<file path="config.mk">
export PLATFORM = sky130hd
export DESIGN_NAME = rgb_pixel_tone_adjust_top
export DESIGN_NICKNAME = d
export VERILOG_FILES = /design/src/rpta_pkg.sv /design/src/rpta_cfg.sv /design/src/rpta_pre.sv /design/src/rpta_contrast.sv /design/src/rpta_curve.sv /design/src/rgb_pixel_tone_adjust_top.sv
export SDC_FILE = /design/constraint.sdc
export NUM_CORES = 2
export LEC_CHECK = 0
export ABC_AREA = 1
export BUFFER_PORTS_ARGS = -buffer_cell sky130_fd_sc_hd__buf_2
export CORE_UTILIZATION = 27
export DETAILED_ROUTE_END_ITERATION = 16
export GPL_TIMING_DRIVEN = 0
export SLEW_MARGIN = 20
export SYNTH_ARGS = -nofsm -noshare
export SYNTH_HDL_FRONTEND = slang
export SYNTH_SLANG_ARGS = --single-unit
export TNS_END_PERCENT = 50
</file>
<file path="constraint.sdc">
create_clock -name clk -period 9.8 [get_ports clk]
set_input_delay 2.94 -clock clk [delete_from_list [all_inputs] [get_ports clk]]
set_output_delay 2.94 -clock clk [all_outputs]
set_load 0.01 [all_outputs]
</file>
<file path="src/rpta_pkg.sv">
package rpta_pkg;

    // Register indexes on the configuration port
    localparam logic [1:0] CFG_GRAY     = 2'd0;
    localparam logic [1:0] CFG_BRIGHT   = 2'd1;
    localparam logic [1:0] CFG_CONTRAST = 2'd2;
    localparam logic [1:0] CFG_CURVE    = 2'd3;

    // Tone curve codes
    localparam logic [1:0] CURVE_LINEAR = 2'd0;
    localparam logic [1:0] CURVE_SINE   = 2'd1;
    localparam logic [1:0] CURVE_EXP    = 2'd2;
    localparam logic [1:0] CURVE_LOG    = 2'd3;

    localparam int CFG_W = 7;

    // Integer mean of three values: (s * 683) >> 11 is exact for s <= 765
    localparam logic [9:0] MEAN_MULT  = 10'd683;
    localparam int         MEAN_SHIFT = 11;

    // Division by the contrast divisor: n * ceil(2^22 / d) >> 22
    localparam int RECIP_SHIFT = 22;
    localparam int RECIP_W     = 17;

    localparam real PI        = 3.14159265358979323846;
    localparam real LN2       = 0.69314718055994530942;
    localparam real LOG_SCALE = 255.0 / (8.0 * LN2);
    localparam real ROM_EPS   = 1.0e-9;

    typedef struct packed {
        logic [7:0] red;
        logic [7:0] green;
        logic [7:0] blue;
        logic [7:0] alpha;
    } pix_t;

    typedef struct packed {
        logic                      gray;
        logic signed [7:0]         bri_off;
        logic [6:0]                con_gain;
        logic signed [15:0]        con_bias;
        logic [RECIP_W-1:0]        con_recip;
        logic [1:0]                curve_sel;
    } cfg_t;

    typedef logic [127:0][7:0]         off_tab_t;
    typedef logic [127:0][RECIP_W-1:0] recip_tab_t;
    typedef logic [255:0][7:0]         rom_t;

    // floor(128 * p / 100) for every 7-bit signed percent p
    function automatic off_tab_t build_off_tab();
        off_tab_t tab;
        int       p;
        int       n;
        int       q;
        for (int i = 0; i < 128; i++)
        begin
            p = (i >= 64) ? i - 128 : i;
            n = 128 * p;
            q = (n >= 0) ? n / 100 : -((99 - n) / 100);
            tab[i] = 8'(q);
        end
        return tab;
    endfunction

    // ceil(2^RECIP_SHIFT / d) by shift and subtract, d above one
    function automatic logic [RECIP_W-1:0] ceil_recip(input int d);
        int rem;
        int q;
        rem = 1;
        q   = 0;
        for (int b = 0; b < RECIP_SHIFT; b++)
        begin
            rem = 2 * rem;
            q   = 2 * q;
            if (rem >= d)
            begin
                rem = rem - d;
                q   = q + 1;
            end
        end
        if (rem != 0)
            q = q + 1;
        return RECIP_W'(q);
    endfunction

    // ceil(2^22 / d), d = 100 when stretching down, 100 - c otherwise
    function automatic recip_tab_t build_recip_tab();
        recip_tab_t tab;
        int         p;
        int         d;
        for (int i = 0; i < 128; i++)
        begin
            p = (i >= 64) ? i - 128 : i;
            d = (p < 0) ? 100 : 100 - p;
            tab[i] = ceil_recip(d);
        end
        return tab;
    endfunction

    // Floor of the curve value for each code, clamped to 0..255
    function automatic rom_t build_rom(input logic [1:0] sel);
        rom_t rom;
        real  x;
        real  y;
        int   k;
        for (int v = 0; v < 256; v++)
        begin
            x = real'(v);
            case (sel)
                CURVE_SINE: y = 127.5 * (1.0 - $cos(PI * x / 255.0));
                CURVE_EXP:  y = $pow(2.0, 8.0 * x / 255.0) - 1.0;
                CURVE_LOG:  y = LOG_SCALE * $ln(x + 1.0);
                default:    y = x;
            endcase
            k = int'($floor(y + ROM_EPS));
            if (k < 0)
                k = 0;
            if (k > 255)
                k = 255;
            rom[v] = 8'(k);
        end
        return rom;
    endfunction

    localparam off_tab_t   BRIGHT_OFF_TAB = build_off_tab();
    localparam recip_tab_t RECIP_TAB      = build_recip_tab();
    localparam rom_t       SINE_ROM       = build_rom(CURVE_SINE);
    localparam rom_t       EXP_ROM        = build_rom(CURVE_EXP);
    localparam rom_t       LOG_ROM        = build_rom(CURVE_LOG);

endpackage

</file>
<file path="src/rpta_cfg.sv">
module rpta_cfg (
    input  logic                           clk,
    input  logic                           rst_n,
    input  logic                           cfg_we,
    input  logic [1:0]                     cfg_index,
    input  logic [rpta_pkg::CFG_W-1:0]     cfg_data,
    output rpta_pkg::cfg_t                 cfg
);
    import rpta_pkg::*;

    logic       gray_reg;
    logic [6:0] bri_reg;
    logic [6:0] con_reg;
    logic [1:0] curve_reg;

    // Take register writes
    always_ff @(posedge clk or negedge rst_n)
    begin
        if (!rst_n)
        begin
            gray_reg  <= 1'b0;
            bri_reg   <= '0;
            con_reg   <= '0;
            curve_reg <= CURVE_LINEAR;
        end
        else if (cfg_we)
        begin
            case (cfg_index)
                CFG_GRAY:     gray_reg  <= cfg_data[0];
                CFG_BRIGHT:   bri_reg   <= cfg_data[6:0];
                CFG_CONTRAST: con_reg   <= cfg_data[6:0];
                CFG_CURVE:    curve_reg <= cfg_data[1:0];
                default:      ;
            endcase
        end
    end

    // Derive the per-setting coefficients the datapath uses
    always_comb
    begin
        cfg.gray      = gray_reg;
        cfg.bri_off   = $signed(BRIGHT_OFF_TAB[bri_reg]);
        cfg.con_gain  = con_reg[6] ? 7'(7'd100 + con_reg) : 7'd100;
        cfg.con_bias  = -($signed({{9{con_reg[6]}}, con_reg}) <<< 7);
        cfg.con_recip = RECIP_TAB[con_reg];
        cfg.curve_sel = curve_reg;
    end

endmodule

</file>
<file path="src/rpta_pre.sv">
module rpta_pre (
    input  logic            clk,
    input  logic            rst_n,
    input  rpta_pkg::cfg_t  cfg,
    input  logic            in_valid,
    output logic            in_ready,
    input  rpta_pkg::pix_t  in_pix,
    output logic            out_valid,
    input  logic            out_ready,
    output rpta_pkg::pix_t  out_pix
);
    import rpta_pkg::*;

    logic       v1_reg;
    logic       v2_reg;
    pix_t       p1_reg;
    pix_t       p2_reg;
    logic       en1;
    logic       en2;
    logic [9:0] sum;
    logic [19:0] mean_prod;
    logic [7:0] mean;
    pix_t       p1_next;
    pix_t       p2_next;

    assign en2      = !v2_reg || out_ready;
    assign en1      = !v1_reg || en2;
    assign in_ready = en1;

    // Grayscale: integer mean by reciprocal multiply
    always_comb
    begin
        sum       = 10'(in_pix.red) + 10'(in_pix.green) + 10'(in_pix.blue);
        mean_prod = 20'(sum) * 20'(MEAN_MULT);
        mean      = mean_prod[MEAN_SHIFT +: 8];
        p1_next   = in_pix;
        if (cfg.gray)
        begin
            p1_next.red   = mean;
            p1_next.green = mean;
            p1_next.blue  = mean;
        end
    end

    function automatic logic [7:0] add_clamp(input logic [7:0] v,
                                             input logic signed [7:0] off);
        logic signed [9:0] s;
        s = $signed({2'b00, v}) + 10'(off);
        if (s < 0)
            return 8'd0;
        else if (s > 10'sd255)
            return 8'd255;
        else
            return s[7:0];
    endfunction

    // Brightness: add the offset and clamp
    always_comb
    begin
        p2_next       = p1_reg;
        p2_next.red   = add_clamp(p1_reg.red,   cfg.bri_off);
        p2_next.green = add_clamp(p1_reg.green, cfg.bri_off);
        p2_next.blue  = add_clamp(p1_reg.blue,  cfg.bri_off);
    end

    // Advance the valid bits
    always_ff @(posedge clk or negedge rst_n)
    begin
        if (!rst_n)
        begin
            v1_reg <= 1'b0;
            v2_reg <= 1'b0;
        end
        else
        begin
            if (en1)
                v1_reg <= in_valid;
            if (en2)
                v2_reg <= v1_reg;
        end
    end

    // Advance the payload
    always_ff @(posedge clk)
    begin
        if (en1 && in_valid)
            p1_reg <= p1_next;
        if (en2 && v1_reg)
            p2_reg <= p2_next;
    end

    assign out_valid = v2_reg;
    assign out_pix   = p2_reg;

endmodule

</file>
<file path="src/rpta_contrast.sv">
module rpta_contrast (
    input  logic            clk,
    input  logic            rst_n,
    input  rpta_pkg::cfg_t  cfg,
    input  logic            in_valid,
    output logic            in_ready,
    input  rpta_pkg::pix_t  in_pix,
    output logic            out_valid,
    input  logic            out_ready,
    output rpta_pkg::pix_t  out_pix
);
    import rpta_pkg::*;

    logic                     v1_reg;
    logic                     v2_reg;
    logic signed [2:0][15:0]  num_reg;
    logic signed [2:0][15:0]  num_next;
    logic [7:0]               alpha1_reg;
    pix_t                     p2_reg;
    pix_t                     p2_next;
    logic                     en1;
    logic                     en2;

    assign en2      = !v2_reg || out_ready;
    assign en1      = !v1_reg || en2;
    assign in_ready = en1;

    function automatic logic signed [15:0] numer(input logic [7:0] v,
                                                 input logic [6:0] gain,
                                                 input logic signed [15:0] bias);
        logic [14:0] prod;
        prod = 15'(gain) * 15'(v);
        return $signed({1'b0, prod}) + bias;
    endfunction

    function automatic logic [7:0] quot(input logic signed [15:0] n,
                                        input logic [RECIP_W-1:0] recip);
        logic [14:0] mag;
        logic [31:0] prod;
        logic [9:0]  q;
        mag  = (n < 0) ? 15'd0 : n[14:0];
        prod = 32'(mag) * 32'(recip);
        q    = prod[RECIP_SHIFT +: 10];
        return (q > 10'd255) ? 8'd255 : q[7:0];
    endfunction

    // Numerator about the midpoint
    always_comb
    begin
        num_next[0] = numer(in_pix.red,   cfg.con_gain, cfg.con_bias);
        num_next[1] = numer(in_pix.green, cfg.con_gain, cfg.con_bias);
        num_next[2] = numer(in_pix.blue,  cfg.con_gain, cfg.con_bias);
    end

    // Divide by reciprocal multiply, drop negatives and clamp
    always_comb
    begin
        p2_next.red   = quot(num_reg[0], cfg.con_recip);
        p2_next.green = quot(num_reg[1], cfg.con_recip);
        p2_next.blue  = quot(num_reg[2], cfg.con_recip);
        p2_next.alpha = alpha1_reg;
    end

    // Advance the valid bits
    always_ff @(posedge clk or negedge rst_n)
    begin
        if (!rst_n)
        begin
            v1_reg <= 1'b0;
            v2_reg <= 1'b0;
        end
        else
        begin
            if (en1)
                v1_reg <= in_valid;
            if (en2)
                v2_reg <= v1_reg;
        end
    end

    // Advance the payload
    always_ff @(posedge clk)
    begin
        if (en1 && in_valid)
        begin
            num_reg    <= num_next;
            alpha1_reg <= in_pix.alpha;
        end
        if (en2 && v1_reg)
            p2_reg <= p2_next;
    end

    assign out_valid = v2_reg;
    assign out_pix   = p2_reg;

endmodule

</file>
<file path="src/rpta_curve.sv">
module rpta_curve (
    input  logic            clk,
    input  logic            rst_n,
    input  rpta_pkg::cfg_t  cfg,
    input  logic            in_valid,
    output logic            in_ready,
    input  rpta_pkg::pix_t  in_pix,
    output logic            out_valid,
    input  logic            out_ready,
    output rpta_pkg::pix_t  out_pix
);
    import rpta_pkg::*;

    logic v_reg;
    pix_t p_reg;
    pix_t p_next;
    logic en;

    assign en       = !v_reg || out_ready;
    assign in_ready = en;

    function automatic logic [7:0] lookup(input logic [7:0] v, input logic [1:0] sel);
        case (sel)
            CURVE_SINE: return SINE_ROM[v];
            CURVE_EXP:  return EXP_ROM[v];
            CURVE_LOG:  return LOG_ROM[v];
            default:    return v;
        endcase
    endfunction

    // Map each colour through the selected curve
    always_comb
    begin
        p_next.red   = lookup(in_pix.red,   cfg.curve_sel);
        p_next.green = lookup(in_pix.green, cfg.curve_sel);
        p_next.blue  = lookup(in_pix.blue,  cfg.curve_sel);
        p_next.alpha = in_pix.alpha;
    end

    // Hold the output until taken
    always_ff @(posedge clk or negedge rst_n)
    begin
        if (!rst_n)
            v_reg <= 1'b0;
        else if (en)
            v_reg <= in_valid;
    end

    always_ff @(posedge clk)
    begin
        if (en && in_valid)
            p_reg <= p_next;
    end

    assign out_valid = v_reg;
    assign out_pix   = p_reg;

endmodule

</file>
<file path="src/rgb_pixel_tone_adjust_top.sv">
// Channel   Direction  Transaction
// s_axis    in         one RGBA8 source pixel
// m_axis    out        one adjusted RGBA8 pixel
// cfg       in         register write, index 0 gray, 1 brightness,
//                      2 contrast, 3 curve select
//
// One pixel per clock sustained while m_axis_tready is high; five register
// stages (mean, brightness, contrast numerator, contrast divide, curve ROM).
// Reset clears the valid bits and the configuration registers; the curve ROMs are constants.
// A stall on m_axis holds every full stage; empty stages still take data.
module rgb_pixel_tone_adjust_top (
    input  logic                        clk,
    input  logic                        rst_n,
    input  logic                        s_axis_tvalid,
    output logic                        s_axis_tready,
    input  logic [31:0]                 s_axis_tdata,  // in_red, in_green, in_blue, in_alpha
    output logic                        m_axis_tvalid,
    input  logic                        m_axis_tready,
    output logic [31:0]                 m_axis_tdata,  // out_red, out_green, out_blue, out_alpha
    input  logic                        cfg_we,
    input  logic [1:0]                  cfg_index,
    input  logic [rpta_pkg::CFG_W-1:0]  cfg_data
);
    import rpta_pkg::*;

    cfg_t cfg;
    pix_t in_pix;
    pix_t pre_pix;
    pix_t con_pix;
    pix_t out_pix;
    logic pre_valid;
    logic pre_ready;
    logic con_valid;
    logic con_ready;

    // Unpack the incoming pixel
    always_comb
    begin
        in_pix.red   = s_axis_tdata[7:0];
        in_pix.green = s_axis_tdata[15:8];
        in_pix.blue  = s_axis_tdata[23:16];
        in_pix.alpha = s_axis_tdata[31:24];
    end

    rpta_cfg u_cfg (
        .clk       (clk),
        .rst_n     (rst_n),
        .cfg_we    (cfg_we),
        .cfg_index (cfg_index),
        .cfg_data  (cfg_data),
        .cfg       (cfg)
    );

    rpta_pre u_pre (
        .clk       (clk),
        .rst_n     (rst_n),
        .cfg       (cfg),
        .in_valid  (s_axis_tvalid),
        .in_ready  (s_axis_tready),
        .in_pix    (in_pix),
        .out_valid (pre_valid),
        .out_ready (pre_ready),
        .out_pix   (pre_pix)
    );

    rpta_contrast u_contrast (
        .clk       (clk),
        .rst_n     (rst_n),
        .cfg       (cfg),
        .in_valid  (pre_valid),
        .in_ready  (pre_ready),
        .in_pix    (pre_pix),
        .out_valid (con_valid),
        .out_ready (con_ready),
        .out_pix   (con_pix)
    );

    rpta_curve u_curve (
        .clk       (clk),
        .rst_n     (rst_n),
        .cfg       (cfg),
        .in_valid  (con_valid),
        .in_ready  (con_ready),
        .in_pix    (con_pix),
        .out_valid (m_axis_tvalid),
        .out_ready (m_axis_tready),
        .out_pix   (out_pix)
    );

    // Pack the result pixel
    assign m_axis_tdata = {out_pix.alpha, out_pix.blue, out_pix.green, out_pix.red};

endmodule
</file>
Yosys cells after proc, flatten, opt, wreduce, memory -nomap -nowiden
Memory sizes are Yosys's and may differ from the RTL's. A register that Yosys moved wholly into a read port is not among the register bits.
Index checks and enable logic that the tools add are counted.
{"block": "op_classes", "add_sub_neg": 10, "multipliers": 7, "div_mod_pow": 0, "magnitude_cmp": 17, "n_eq_ne": 6, "n_shift": 0, "muxes": 40, "n_bitwise": 0, "n_reduce_logical": 20}
{"op": "$mux W8", "n": 31}
{"op": "$mul A15 B17 Y32", "n": 3}
{"op": "$pmux W8 S3", "n": 3}
{"op": "$add A16 B16 Y16", "n": 3}
{"op": "$lt A16 B1 Y1 const B", "n": 3}
{"op": "$mul A7 B8 Y15", "n": 3}
{"op": "$mux W15", "n": 3}
{"op": "$add A9 B8 Y10", "n": 3}
{"op": "$gt A10 B8 Y1 const B", "n": 3}
{"op": "$gt A10 B9 Y1 const B", "n": 3}
{"op": "$lt A10 B1 Y1 const B", "n": 3}
{"op": "$lt A8 B9 Y1 const B", "n": 3}
{"op": "$mux W24", "n": 1}
{"op": "$mul A10 B10 Y19 const B", "n": 1}
{"op": "$mux W17", "n": 1}
{"op": "$lt A7 B8 Y1 const B", "n": 2}
{"op": "$neg A14 Y16", "n": 1}
{"op": "$add A10 B8 Y10", "n": 1}
{"op": "$add A8 B8 Y9", "n": 1}
{"op": "$eq A2 B2 Y1 const B", "n": 4}
{"op": "$reduce_and A2 Y1", "n": 4}
{"op": "$add A7 B7 Y7 const A", "n": 1}
{"op": "$mux W7", "n": 1}
{"op": "$logic_and A1 B1 Y1", "n": 5}
{"op": "4 further kinds", "n": 13}
{"block": "totals", "register_bits": 206, "latch_bits": 0, "mem_bits_rw": 0, "romBits": 21632, "inputBits": 46, "output_inout_bits": 34, "n_memories": 11}
{"name": "(no name shown)", "words": 128, "word_bits": 17, "read_ports": 1, "rd_ports_with_merged_regs": 0, "wr": 0, "line_no": "rpta_cfg.sv:45", "text": "cfg.con_recip = RECIP_TAB[con_reg];"}
{"name": "(no name shown)", "words": 256, "word_bits": 8, "read_ports": 1, "rd_ports_with_merged_regs": 1, "wr": 0, "line_no": "rpta_curve.sv:26", "text": "CURVE_LOG: return LOG_ROM[v];"}
{"name": "(no name shown)", "words": 256, "word_bits": 8, "read_ports": 1, "rd_ports_with_merged_regs": 1, "wr": 0, "line_no": "rpta_curve.sv:24", "text": "CURVE_SINE: return SINE_ROM[v];"}
{"name": "(no name shown)", "words": 256, "word_bits": 8, "read_ports": 1, "rd_ports_with_merged_regs": 1, "wr": 0, "line_no": "rpta_curve.sv:25", "text": "CURVE_EXP: return EXP_ROM[v];"}
{"name": "(no name shown)", "words": 256, "word_bits": 8, "read_ports": 1, "rd_ports_with_merged_regs": 1, "wr": 0, "line_no": "rpta_curve.sv:25"}
{"name": "(no name shown)", "words": 256, "word_bits": 8, "read_ports": 1, "rd_ports_with_merged_regs": 1, "wr": 0, "line_no": "rpta_curve.sv:24"}
{"name": "+5 memories"}

Depth between registers and ports, before layout
{"block": "logic_depth", "depth_word": 7, "ltp_mapped": 53}

Hierarchy
Synthesis repeated with hierarchy kept, for this count alone.
{"block": "hier_totals", "cells_unflattened": 8087, "area_unflattened_um2": 56102.6}
{"mod": "rpta_contrast", "n_inst": 1, "cells_per_inst": 4501, "area_per_inst_um2": 35253.8}
{"mod": "rpta_curve", "n_inst": 1, "cells_per_inst": 2253, "area_per_inst_um2": 11224.5}
{"mod": "rpta_pre", "n_inst": 1, "cells_per_inst": 717, "area_per_inst_um2": 6264.8}
{"mod": "rpta_cfg", "n_inst": 1, "cells_per_inst": 616, "area_per_inst_um2": 3359.5}

Worst setup path after synthesis
No wires, ideal clock.
{"block": "synth_timing", "kind": "input to register", "start": "input s_axis_tdata[0]", "end": "register u_pre.p1_reg[13] (netlist name), data pin", "setup_ns": 0.266, "arrival_ns": 8.786, "setup_slack_ns": 0.748, "stages": 35, "n_path_buf": 0, "path_cell_list": "ha_1 > fa_1 > xor2_1 > ha_1 > a21oi_1 > nand2_1 > a21oi_1 > nor2_1 > nor2_1 > nor2_1 > o21ai_0 > nand2_1 > or2_2 > nand2_1 > inv_1 > ha_1 > ha_1 > fa_1 > inv_1 > fa_1 > fa_1 > inv_1 > ha_1 > a21oi_1 > o21ai_0 > nand3_1 > nand2_1 > a21oi_1 > inv_1 > a21oi_1 > or2_2 > nand2_1 > a21oi_1 > o21ai_0 > nand2_1"}
{"element": "from (decl)", "line_no": "rgb_pixel_tone_adjust_top.sv:16", "text": "input logic [31:0] s_axis_tdata,"}
{"element": "to (signal assigned)", "line_no": "rpta_pre.sv:87", "text": "p1_reg <= p1_next;"}
{"element": "to (decl)", "line_no": "rpta_pre.sv:16", "text": "pix_t p1_reg;"}

==> flow_summary.json <==
{
  "grt_max_degree": 57,
  "min_period_over_period": 0.977,
  "skew_ps": 37.2,
  "cts_hold_buf": 0,
  "numCtsBuffers": 35,
  "end_kind": "flop",
  "maxSlewHeadroom": 0.293,
  "setup_viol": 0,
  "grt_pass1_wl_um": 342000,
  "synth-seq-cells": 278,
  "dp.cells": 10400,
  "crit_fanout": 10,
  "outcome": "finished, final reports clean",
  "first_iter_violations": 5357,
  "layout_min_cycle_time_ps": 9570,
  "wl_per_cell_um": 21.6,
  "antenna_left": 0,
  "final_cell_mix": "nand2_1 (1955), inv_1 (1274), nor2_1 (813)",
  "drive_above_1_share": 0.104,
  "slowest_stage": "fa_1",
  "drc_errors": 0,
  "final_common_cell": "nand2_1",
  "start_kind": "flop",
  "min_path_type": "reg2reg",
  "overflow": 0,
  "yosysSeqAreaShare": 0.137,
  "stdcell_count": 10600,
  "fillers": 22000,
  "synth_nets": 8982,
  "cts_max_path_buffers": 3,
  "via_per_inst": 5.13,
  "ys.warnings.count": 0,
  "yosysTopAreaCell": "fa_1",
  "worstSetupPathType": "reg2reg",
  "clock-sinks": 278,
  "dieArea_um2": 206000,
  "fin_ws_ps": 228,
  "cts.htree.levels": 2,
  "worstMarginPinSlew_ps": 1060,
  "initial_utilization": 0.272,
  "drv_slew": 0,
  "synth_edf_count": 184,
  "critPathMostFrequentCell": "fa_1",
  "cap_violations": 0,
  "critPathMaxStageDelay_ps": 560,
  "chipHeight_um": 454,
  "grt_setup_unrepaired": "yes",
  "nets": 9212,
  "multi_input_area_um2": 42700,
  "timing.fmax_ghz": 0.104,
  "pin_count": 80,
  "synth-main-ff-cell": "edfxtp_1",
  "cp.required_ps": 10230,
  "cts_tree": "done",
  "drt-total-wl_um": 229000,
  "place.gp.congestion": 0.988,
  "die_w_um": 454,
  "io_buffers": 79,
  "grt_pass1_vias": 54900,
  "synth-async-reset-ratio": 0.0791,
  "synth_top_area_frac": 0.252,
  "area_growth_pct": 14.5,
  "hpwl_um": 182000,
  "netlist_area_um2": 55100,
  "pre_cts_ws_ps": -3230,
  "vias": 54400,
  "core_um2": 202000,
  "register_area_um2": 7520,
  "hold_violations": 0,
  "firstDrtPassIters": 6,
  "synth_area_leaders": "fa_1 (25%), nand2_1 (14%), ha_1 (13%)",
  "clkLatencyLatePin_ps": 600,
  "grt_use_total": 0.219,
  "synthCells": 7672,
  "antenna_found_initial": 5,
  "tns_ps": 0,
  "clockRootBuffer": "clkbuf_16",
  "clk_pin_slew_worst_paths_ps": 70,
  "arrival_ps": 10000,
  "syn_area_per_cell_um2": 7.18,
  "yosysUniqueCellTypes": 65,
  "rows": 165
}
worst max-delay path: cells and delay by family (launching register included):
kind	cells	cell delay, ps
XOR/XNOR	1	310
AND/OR/NAND/NOR	14	2440
flip-flops	1	430
adder cells (fa/ha/maj)	8	3780
buffers and inverters	10	1590
AO/OA/AOI/OAI	7	860
per-layer routing:
metal,GRT usage,vias up,part of all wire
li1,-,24500,-
met1,0.288,26700,0.42
met2,0.355,2630,0.45
met3,0.0385,524,0.083
met4,0.0866,2,0.044
met5,0,-,0.000035
logic make-up after synthesis:
group,count (synthesis),share of synthesized area
and+or+nand+nor,3536,0.261
adders and majority gates,1264,0.382
xor gates and xnor gates,119,0.0189
AOI/OAI and AO/OA,855,0.0885
DFF,278,0.137
buffers and inverters,1620,0.113
final timing paths:
check	startpoint	to	slack (ps)	cells after the start
setup / recovery	u_cfg.con_reg[0]	flop	230	40
hold reg to reg	u_contrast.alpha1_reg[7]	u_contrast.out_pix[7]	410	0
min in group asynchronous	rst_n	u_pre.out_valid	2390	1
setup reg to reg	u_cfg.con_reg[0]	flop	230	40
hold / removal	u_contrast.alpha1_reg[7]	u_contrast.out_pix[7]	410	0
max in group asynchronous	rst_n	u_cfg.con_reg[0]	6850	1
per-stage QoR:
stage	hold slack [ps]	utilization	instance area, um^2
after floorplan	400	-	55100
after global placement	404	0.291	58800
after detailed placement	405	0.291	58900
after CTS	405	0.302	61200
after global routing	411	0.311	63000
final	410	0.312	63000
synth_stat cells, drive strengths merged, types with 18 or more instances:
master	n
buf	121
nand4	62
edfxtp	184
inv	1328
or2	22
fa	692
o211ai	49
a21oi	349
xnor2	36
xor2	83
clkbuf	156
dfxtp	72
a31oi	18
ha	572
dfrtp	22
o21ai	313
nor2	874
nand3	422
nor3	37
nand2	2083
repair_timing:
| item | 4_1_cts | 5_1_grt |
|---|---|---|
| buffers inserted | 33 | 77 |
| pin swaps | 12 | 63 |
| cloned | 0 | 3 |
| setup endpoints to repair | 96 | 71 |
| hold endpoints to repair | 0 | 0 |
| resized for setup | 258 | 394 |
final cells by class:
type | count | share of cell area
repair buffers | 194 | 0.0226
diodes | 5 | 0.000198
clock inverters | 19 | 0.00294
flip-flops and latches | 278 | 0.119
multi-input cells | 5777 | 0.677
inverters | 1343 | 0.0819
plain buffers | 273 | 0.0266
clock buffers | 45 | 0.0161
well taps | 2672 | 0.0530
Power is left out: the tool's default activity adds up to more than one toggle a clock period on the data nets, which glitch-free logic cannot reach.
